File: config.mk
export PLATFORM = sky130hd
export DESIGN_NAME = bitmap_range_engine_core
export DESIGN_NICKNAME = d
export VERILOG_FILES = /design/src/rtl/bre_pkg.sv /design/src/rtl/bre_mem.sv /design/src/rtl/bre_ctrl.sv /design/src/rtl/bitmap_range_engine_core.sv
export SDC_FILE = /design/constraint.sdc
export NUM_CORES = 2
export LEC_CHECK = 0
export BUFFER_PORTS_ARGS = -buffer_cell sky130_fd_sc_hd__buf_2
export CAP_MARGIN = 20
export CORE_ASPECT_RATIO = 0.5
export CORE_MARGIN = 4
export CORE_UTILIZATION = 40
export CTS_CLUSTER_SIZE = 28
export DETAILED_ROUTE_END_ITERATION = 16
export GPL_ROUTABILITY_DRIVEN = 0
export PLACE_DENSITY = 0.64
export SLEW_MARGIN = 20
export SYNTH_ARGS = -nofsm -noshare
export SYNTH_HDL_FRONTEND = slang
export SYNTH_SLANG_ARGS = --single-unit
File: constraint.sdc
create_clock -name i_clk -period 30 [get_ports i_clk]
set_clock_uncertainty 0.1 [all_clocks]
set_input_delay 6 -clock i_clk [delete_from_list [all_inputs] [get_ports i_clk]]
set_output_delay 6 -clock i_clk [all_outputs]
set_load 0.005 [all_outputs]
File: src/rtl/bre_pkg.sv
// ----------------------------------------------------------------------------
// Bitmap range engine package
// Shared constants, types and the byte mask helper.
// ----------------------------------------------------------------------------
package bre_pkg;

    // Default map size in bits.
    localparam int NUM_BITS_DEF = 4096;

    // Byte constants.
    localparam logic [7:0] FULL_BYTE = 8'hFF;

    // Request operations.
    typedef enum logic [2:0] {
        OP_TEST_ALL  = 3'd0,
        OP_TEST_ANY  = 3'd1,
        OP_SET_RANGE = 3'd2,
        OP_CLR_RANGE = 3'd3,
        OP_SET_ALL   = 3'd4,
        OP_CLR_ALL   = 3'd5
    } t_opcode;

    // Sequencer states.
    typedef enum logic [2:0] {
        ST_CLEAR,
        ST_IDLE,
        ST_WALK,
        ST_FILL,
        ST_RESP
    } t_state;

    // One result word.
    typedef struct packed {
        logic range_error;
        logic test_result;
    } t_result;

    // Memory port strobes.
    typedef struct packed {
        logic rd_en;
        logic wr_en;
    } t_mem_cmd;

    // Mask of bits lo..hi inclusive within one byte.
    function automatic logic [7:0] span_mask(input logic [2:0] lo, input logic [2:0] hi);
        logic [2:0] span;
        span = hi - lo;
        return (FULL_BYTE >> (3'd7 - span)) << lo;
    endfunction

endpackage

File: src/rtl/bre_mem.sv
// ----------------------------------------------------------------------------
// Bitmap byte store
// One read port and one write port, read data registered.
// ----------------------------------------------------------------------------
module bre_mem #(
    parameter  int NUM_BITS = bre_pkg::NUM_BITS_DEF,
    localparam int MapBytes = (NUM_BITS + 7) / 8,
    localparam int AW       = (MapBytes > 1) ? $clog2(MapBytes) : 1
) (
    input  logic                 i_clk,
    input  bre_pkg::t_mem_cmd    i_cmd,
    input  logic [AW-1:0]        i_rd_addr,
    input  logic [AW-1:0]        i_wr_addr,
    input  logic [7:0]           i_wr_data,
    output logic [7:0]           o_rd_data
);

    logic [7:0] r_mem [0:MapBytes-1];
    logic [7:0] r_rd_data;

    // Write port.
    always_ff @(posedge i_clk) begin
        if (i_cmd.wr_en) begin
            r_mem[i_wr_addr] <= i_wr_data;
        end
    end

    // Registered read port.
    always_ff @(posedge i_clk) begin
        if (i_cmd.rd_en) begin
            r_rd_data <= r_mem[i_rd_addr];
        end
    end

    assign o_rd_data = r_rd_data;

endmodule

File: src/rtl/bre_ctrl.sv
// ----------------------------------------------------------------------------
// Bitmap range engine sequencer
// Decodes requests, walks ranges byte by byte (read-only for tests, read-modify-write
// for set and clear), sweeps the whole map for fills and holds the result word.
// ----------------------------------------------------------------------------
module bre_ctrl #(
    parameter  int NUM_BITS = bre_pkg::NUM_BITS_DEF,
    localparam int MapBytes = (NUM_BITS + 7) / 8,
    localparam int AW       = (MapBytes > 1) ? $clog2(MapBytes) : 1
) (
    input  logic                 i_clk,
    input  logic                 i_rst_n,
    // Request side
    input  logic                 i_in_valid,
    output logic                 o_in_ready,
    input  logic [2:0]           i_opcode,
    input  logic [11:0]          i_start_bit,
    input  logic [12:0]          i_range_length,
    // Result side
    output logic                 o_out_valid,
    input  logic                 i_out_ready,
    output bre_pkg::t_result     o_out_res,
    // Memory side
    output bre_pkg::t_mem_cmd    o_mem_cmd,
    output logic [AW-1:0]        o_rd_addr,
    output logic [AW-1:0]        o_wr_addr,
    output logic [7:0]           o_wr_data,
    input  logic [7:0]           i_rd_data
);

    localparam logic [AW-1:0] LastAddr = AW'(MapBytes - 1);

    bre_pkg::t_state  r_state, n_state;
    bre_pkg::t_opcode r_op, n_op;
    logic [AW-1:0]    r_addr, n_addr;
    logic [AW-1:0]    r_first, n_first;
    logic [AW-1:0]    r_last, n_last;
    logic [2:0]       r_lo, n_lo;
    logic [2:0]       r_hi, n_hi;
    logic             r_issue_done, n_issue_done;
    logic             r_p_valid, n_p_valid;
    logic [AW-1:0]    r_p_addr, n_p_addr;
    logic             r_p_first, n_p_first;
    logic             r_p_last, n_p_last;
    logic             r_all, n_all;
    logic             r_any, n_any;
    logic             r_fill, n_fill;
    bre_pkg::t_result r_res, n_res;
    logic             r_out_valid, n_out_valid;
    bre_pkg::t_result r_out_res, n_out_res;

    // Request decode helpers.
    logic [13:0] req_sum;
    logic [13:0] req_end;
    logic [31:0] req_first_w;
    logic [31:0] req_last_w;
    logic        req_err;
    logic        req_empty;

    assign req_sum     = {2'b00, i_start_bit} + {1'b0, i_range_length};
    assign req_end     = req_sum - 14'd1;
    assign req_first_w = 32'(i_start_bit[11:3]);
    assign req_last_w  = 32'(req_end[13:3]);
    assign req_err     = 32'(req_sum) > 32'(NUM_BITS);
    assign req_empty   = (i_range_length == 13'd0);

    // Byte currently returned from memory, masked to the range.
    logic [2:0] cur_lo;
    logic [2:0] cur_hi;
    logic [7:0] cur_mask;
    logic [7:0] cur_hit;

    assign cur_lo   = r_p_first ? r_lo : 3'd0;
    assign cur_hi   = r_p_last ? r_hi : 3'd7;
    assign cur_mask = bre_pkg::span_mask(cur_lo, cur_hi);
    assign cur_hit  = i_rd_data & cur_mask;

    assign o_in_ready = (r_state == bre_pkg::ST_IDLE);

    // Next state, memory strobes and datapath updates.
    always_comb begin
        n_state      = r_state;
        n_op         = r_op;
        n_addr       = r_addr;
        n_first      = r_first;
        n_last       = r_last;
        n_lo         = r_lo;
        n_hi         = r_hi;
        n_issue_done = r_issue_done;
        n_p_valid    = 1'b0;
        n_p_addr     = r_p_addr;
        n_p_first    = r_p_first;
        n_p_last     = r_p_last;
        n_all        = r_all;
        n_any        = r_any;
        n_fill       = r_fill;
        n_res        = r_res;
        n_out_valid  = r_out_valid && !i_out_ready;
        n_out_res    = r_out_res;
        o_mem_cmd    = '0;
        o_rd_addr    = r_addr;
        o_wr_addr    = r_p_addr;
        o_wr_data    = i_rd_data;

        unique case (r_state)
            bre_pkg::ST_CLEAR: begin
                // Clearing pass after reset.
                o_mem_cmd.wr_en = 1'b1;
                o_wr_addr       = r_addr;
                o_wr_data       = 8'h00;
                if (r_addr == LastAddr) begin
                    n_state = bre_pkg::ST_IDLE;
                end else begin
                    n_addr = r_addr + 1'b1;
                end
            end

            bre_pkg::ST_IDLE: begin
                if (i_in_valid) begin
                    n_op         = bre_pkg::t_opcode'(i_opcode);
                    n_res        = '0;
                    n_addr       = req_first_w[AW-1:0];
                    n_first      = req_first_w[AW-1:0];
                    n_last       = req_last_w[AW-1:0];
                    n_lo         = i_start_bit[2:0];
                    n_hi         = req_end[2:0];
                    n_issue_done = 1'b0;
                    n_all        = 1'b1;
                    n_any        = 1'b0;
                    unique case (i_opcode) inside
                        bre_pkg::OP_TEST_ALL, bre_pkg::OP_TEST_ANY,
                        bre_pkg::OP_SET_RANGE, bre_pkg::OP_CLR_RANGE: begin
                            if (req_err) begin
                                n_res.range_error = 1'b1;
                                n_state           = bre_pkg::ST_RESP;
                            end else if (req_empty) begin
                                n_res.test_result = (i_opcode == bre_pkg::OP_TEST_ALL);
                                n_state           = bre_pkg::ST_RESP;
                            end else begin
                                n_state = bre_pkg::ST_WALK;
                            end
                        end
                        bre_pkg::OP_SET_ALL, bre_pkg::OP_CLR_ALL: begin
                            n_addr  = '0;
                            n_fill  = (i_opcode == bre_pkg::OP_SET_ALL);
                            n_state = bre_pkg::ST_FILL;
                        end
                        default: begin
                            n_state = bre_pkg::ST_RESP;
                        end
                    endcase
                end
            end

            bre_pkg::ST_WALK: begin
                // Issue side: one byte read per cycle up to the last byte.
                if (!r_issue_done) begin
                    o_mem_cmd.rd_en = 1'b1;
                    n_p_valid       = 1'b1;
                    n_p_addr        = r_addr;
                    n_p_first       = (r_addr == r_first);
                    n_p_last        = (r_addr == r_last);
                    if (r_addr == r_last) begin
                        n_issue_done = 1'b1;
                    end else begin
                        n_addr = r_addr + 1'b1;
                    end
                end
                // Return side: test or modify the byte read last cycle.
                if (r_p_valid) begin
                    unique case (r_op)
                        bre_pkg::OP_TEST_ALL: begin
                            if (cur_hit != cur_mask) begin
                                n_all = 1'b0;
                            end
                        end
                        bre_pkg::OP_TEST_ANY: begin
                            if (cur_hit != 8'h00) begin
                                n_any = 1'b1;
                            end
                        end
                        bre_pkg::OP_SET_RANGE: begin
                            o_mem_cmd.wr_en = 1'b1;
                            o_wr_data       = i_rd_data | cur_mask;
                        end
                        default: begin
                            o_mem_cmd.wr_en = 1'b1;
                            o_wr_data       = i_rd_data & ~cur_mask;
                        end
                    endcase
                    if (r_p_last) begin
                        n_res.range_error = 1'b0;
                        n_res.test_result = (r_op == bre_pkg::OP_TEST_ALL) ? n_all :
                                            (r_op == bre_pkg::OP_TEST_ANY) ? n_any : 1'b0;
                        n_state           = bre_pkg::ST_RESP;
                    end
                end
            end

            bre_pkg::ST_FILL: begin
                // Whole-map fill, one byte per cycle.
                o_mem_cmd.wr_en = 1'b1;
                o_wr_addr       = r_addr;
                o_wr_data       = {8{r_fill}};
                if (r_addr == LastAddr) begin
                    n_state = bre_pkg::ST_RESP;
                end else begin
                    n_addr = r_addr + 1'b1;
                end
            end

            bre_pkg::ST_RESP: begin
                // Hand the result to the output register once it is free.
                if (!r_out_valid || i_out_ready) begin
                    n_out_valid = 1'b1;
                    n_out_res   = r_res;
                    n_state     = bre_pkg::ST_IDLE;
                end
            end

            default: begin
                n_state = bre_pkg::ST_IDLE;
            end
        endcase
    end

    // Control registers.
    always_ff @(posedge i_clk) begin
        if (!i_rst_n) begin
            r_state      <= bre_pkg::ST_CLEAR;
            r_addr       <= '0;
            r_issue_done <= 1'b0;
            r_p_valid    <= 1'b0;
            r_out_valid  <= 1'b0;
        end else begin
            r_state      <= n_state;
            r_addr       <= n_addr;
            r_issue_done <= n_issue_done;
            r_p_valid    <= n_p_valid;
            r_out_valid  <= n_out_valid;
        end
    end

    // Payload registers.
    always_ff @(posedge i_clk) begin
        r_op      <= n_op;
        r_first   <= n_first;
        r_last    <= n_last;
        r_lo      <= n_lo;
        r_hi      <= n_hi;
        r_p_addr  <= n_p_addr;
        r_p_first <= n_p_first;
        r_p_last  <= n_p_last;
        r_all     <= n_all;
        r_any     <= n_any;
        r_fill    <= n_fill;
        r_res     <= n_res;
        r_out_res <= n_out_res;
    end

    assign o_out_valid = r_out_valid;
    assign o_out_res   = r_out_res;

endmodule

File: src/rtl/bitmap_range_engine_core.sv
// ----------------------------------------------------------------------------
// Bitmap range engine
// Byte-organized status bitmap with range test, set and clear requests.
// ----------------------------------------------------------------------------
//  Channel   Dir  Word fields (lowest bit first)
//  s (req)   in   opcode[2:0], start_bit[14:3], range_length[27:15]
//  m (rsp)   out  test_result[0], range_error[1]
//
//  For a range request the walk reads one byte per cycle through the single
//  memory and, for set and clear, writes each byte back. Set-all and
//  clear-all sweep every byte. After reset a clearing pass over every byte
//  runs; no request is taken until it ends. A finished result waits in an
//  output register, so a stalled result side blocks only once the next
//  result is ready.
// ----------------------------------------------------------------------------
module bitmap_range_engine_core #(
    parameter int NUM_BITS = bre_pkg::NUM_BITS_DEF
) (
    input  logic        i_clk,
    input  logic        i_rst_n,
    input  logic        i_s_tvalid,
    output logic        o_s_tready,
    input  logic [31:0] i_s_tdata,   // opcode, start_bit, range_length, zero pad
    output logic        o_m_tvalid,
    input  logic        i_m_tready,
    output logic [7:0]  o_m_tdata    // test_result, range_error, zero pad
);

    localparam int MapBytes = (NUM_BITS + 7) / 8;
    localparam int AW       = (MapBytes > 1) ? $clog2(MapBytes) : 1;

    bre_pkg::t_mem_cmd mem_cmd;
    bre_pkg::t_result  out_res;
    logic [AW-1:0]     rd_addr;
    logic [AW-1:0]     wr_addr;
    logic [7:0]        wr_data;
    logic [7:0]        rd_data;

    // Sequencer.
    bre_ctrl #(
        .NUM_BITS (NUM_BITS)
    ) u_ctrl (
        .i_clk          (i_clk),
        .i_rst_n        (i_rst_n),
        .i_in_valid     (i_s_tvalid),
        .o_in_ready     (o_s_tready),
        .i_opcode       (i_s_tdata[2:0]),
        .i_start_bit    (i_s_tdata[14:3]),
        .i_range_length (i_s_tdata[27:15]),
        .o_out_valid    (o_m_tvalid),
        .i_out_ready    (i_m_tready),
        .o_out_res      (out_res),
        .o_mem_cmd      (mem_cmd),
        .o_rd_addr      (rd_addr),
        .o_wr_addr      (wr_addr),
        .o_wr_data      (wr_data),
        .i_rd_data      (rd_data)
    );

    // Bitmap storage.
    bre_mem #(
        .NUM_BITS (NUM_BITS)
    ) u_mem (
        .i_clk     (i_clk),
        .i_cmd     (mem_cmd),
        .i_rd_addr (rd_addr),
        .i_wr_addr (wr_addr),
        .i_wr_data (wr_data),
        .o_rd_data (rd_data)
    );

    // Result word packing.
    assign o_m_tdata = {6'b000000, out_res.range_error, out_res.test_result};

endmodule

==> impl_metrics.yaml <==
status:
  status: "completed"
timing:
  rsz0062_at_grt: "no"
  slew_headroom: 0.157
  slew_violations: 0
  hold_viol: 0
  worstMarginPinSlew_ns: 1.25
  final-setup-viol-count: 0
  min_period_over_period: 0.286
  setup_ws_ns: 21.42
  tns_ns: 0
  max_freq_mhz: 116
  min_period_ns: 8.58
job:
  cap_violations: 0
synth:
  seq_area_frac_synth: 0.771
  syn-instance-count: 7160
  syn-cell-area_um2: 162000
  synth_edf_count: 4149
  async_flop_share: 0
  ys_warn_count: 0
  syn_avg_cell_area_um2: 22.6
  synth_top_flop_cell: "edfxtp_1"
  synth-seq-cells: 4164
  yosys.cell_types.count: 68
power:
  switching_power_uw: 5410
  power_density_nw_per_um2: 95.8
  swShare: 0.313
  power_frac_clock: 0.274
  ir_drop_mv: 0.138
  p_seq_frac: 0.443
  finalPower_uw: 17300
  p_comb_frac: 0.283
  internal_power_uw: 11900
  p_leak_uw: 0.0543
clock_network:
  clk_path_buf_depth: 4
  cts_setup_buffers: 0
  holdBufCountCts: 0
  htreeDepth: 5
  cts_buffers: 384
  cts_tree: "done"
  insertion_delay_ns: 0.89
  root_buffer: "clkbuf_16"
  cts.sinks: 4164
  cts_resized: 0
  clk_pin_slew_ns: 0.07
critical_path:
  critPathLaunchType: "input pin"
  crit_arrival_ns: 9.10
  cp_max_fo: 4
  worstPathRequired_ns: 30.52
  critPathKind: "in -> reg"
  end_kind: "flop"
floorplanning:
  die_w_um: 908
  io_pins: 46
  die_h_um: 458
  dieArea_um2: 416000
  rows: 164
  start_util: 0.404
  core_region_area_um2: 401000
global_routing:
  grt_start_max_net_pins: 237
  grt_pass1_wl_um: 542000
  grt_pass1_vias: 74700
  antenna_found_initial: 15
  grt_overflow: 0
  grt_usage: 0.177
cells_and_area:
  design_area_um2: 181000
  syn_to_final_growth_pct: 11.5
  drive_above_1_share: 0.262
  finalNetCount: 7334
  fin_util: 0.450
  fillCellCount: 33000
worst_hold_path:
  hold_class: "reg -> reg"
routing:
  postRouteAntennaNets: 0
  drt-initial-drc-count: 9101
  drt-vias-per-instance: 5.74
  vias: 74600
  drt-total-wl_um: 377000
  wl_per_cell_um: 29.0
  drc: 0
  first_pass_iters: 6
placement:
  placed_cell_area_um2: 169000
  dp_worst_setup_slack_ns: 20.54
  portBuffers: 35
  dpl.hpwl_um: 214000
path summary, 6_finish.rpt:
kind / from / to / slack, ns / depth (start not counted)
max: i_s_tdata[3] / u_ctrl.r_res[1] / 21.42 / 11
min: u_ctrl.r_res[1] / u_ctrl.o_out_res[1] / 0.32 / 0
max reg2reg: u_ctrl.o_rd_addr[0] / u_mem.o_rd_data[5] / 22.15 / 9
min reg2reg: u_ctrl.r_res[1] / u_ctrl.o_out_res[1] / 0.32 / 0
flip-flops by register name, indices dropped and copies added (netlist names), 2 cells and up:
signal / flops
u_ctrl.r_p_addr: 9
u_ctrl.r_state: 3
u_ctrl.o_out_res: 2
u_ctrl.r_res: 2
u_ctrl.r_hi: 3
u_ctrl.r_first: 9
u_ctrl.r_lo: 3
u_ctrl.r_last: 9
u_mem.o_rd_data: 8
u_mem.r_mem: 4096
u_ctrl.r_op: 3
u_ctrl.o_rd_addr: 9
cell type report:
class,instances,area (um2),area share
clock buffer,484,10300,0.0569
inverter,18,67.6,0.000374
antenna,12,30.0,0.000166
timing repair buffer,163,1510,0.00832
clock inverter,215,1720,0.00952
multi-input combinational,2549,35500,0.197
sequential,4164,125000,0.691
tap,5395,6750,0.0373
synth_stat cells (6+ instances only):
master | number | area [um2]
a211oi_1 | 6 | 45.0
a21o_1 | 7 | 52.6
a21oi_1 | 63 | 315
a22o_1 | 37 | 324
a22oi_1 | 113 | 848
a31oi_1 | 6 | 37.5
and2_1 | 9 | 56.3
buf_1 | 58 | 218
buf_2 | 125 | 626
buf_4 | 21 | 158
clkbuf_1 | 226 | 848
dfxtp_1 | 15 | 300
edfxtp_1 | 4149 | 125000
ha_1 | 16 | 200
inv_1 | 18 | 67.6
mux2i_1 | 66 | 661
mux4_2 | 1248 | 28100
nand2_1 | 117 | 439
nand2b_1 | 20 | 125
nand3_1 | 17 | 85.1
nand3b_1 | 10 | 75.1
nand4_1 | 15 | 93.8
nor2_1 | 560 | 2100
nor2b_1 | 16 | 100
nor3_1 | 10 | 50.1
nor3b_1 | 10 | 75.1
nor4_1 | 15 | 93.8
o211ai_1 | 8 | 60.1
o21a_1 | 7 | 52.6
o21ai_0 | 42 | 210
o21ai_1 | 14 | 70.1
o221a_2 | 6 | 67.6
o22ai_1 | 11 | 68.8
xnor2_1 | 22 | 193
xor2_1 | 12 | 105
per-stage QoR:
stage / std cells / hold WS (ns)
2_1_floorplan: 7165 / 0.300
3_3_place_gp: 12300 / 0.310
3_5_place_dp: 12300 / 0.305
4_1_cts: 13000 / 0.320
5_1_grt: 13000 / 0.328
6_report: 13000 / 0.320
cells by family after synthesis:
logic type / after synthesis / share of synthesized area
AO/OA/AOI/OAI: 359 / 0.0154
other: 1 / 0.0000231
XOR/XNOR: 34 / 0.00184
adder cells (fa/ha/maj): 19 / 0.00154
AND/OR/NAND/NOR: 817 / 0.0211
multiplexers: 1314 / 0.177
flip-flops: 4164 / 0.771
buffers and inverters: 452 / 0.0121
worst max-delay path, stage by stage:
cell and delay [ns]:
buf_2 0.21, ha_1 0.27, fa_1 0.41, and3_1 0.23, o211ai_1 0.18, o311ai_1 0.20, nor4_1 0.69, o21ai_1 0.14
a2111oi_0 0.35, or3_1 0.33, nor3_1 0.07
power groups by stage:
stage                     logic [uW]  registers (uW)  clock network [uW]
final                           4900            7680                4740
after global routing            5170            7680                5060
after CTS                       4930            7680                4820
after detailed placement        4930            7810                   0
after global placement          4820            7800                   0
after floorplan                 2970            8670                   0
per-layer routing:
layer	GRT usage	wire, um	vias to the layer above
li1	-	-	30600
met1	0.252	154000	40400
met2	0.283	182000	3112
met3	0.0338	31000	535
met4	0.0453	10200	6
met5	0	34	-
placed cells by master, fill, tap and decap left out, drive strengths merged, types with 13 or more instances in the layout:
cell type  instances
buf              163
nand3             17
a22oi            113
xnor2             22
nor2b             16
nor4              15
nand2            117
clkbuf           484
mux4            1248
nor2             560
nand2b            20
bufinv            27
dfxtp             15
mux2i             66
nand4             15
a21oi             63
o21ai             56
edfxtp          4149
ha                16
a22o              37
clkinvlp          13
inv               24
clkinv           169
No activity file was read; power rests on OpenSTA's default activity.
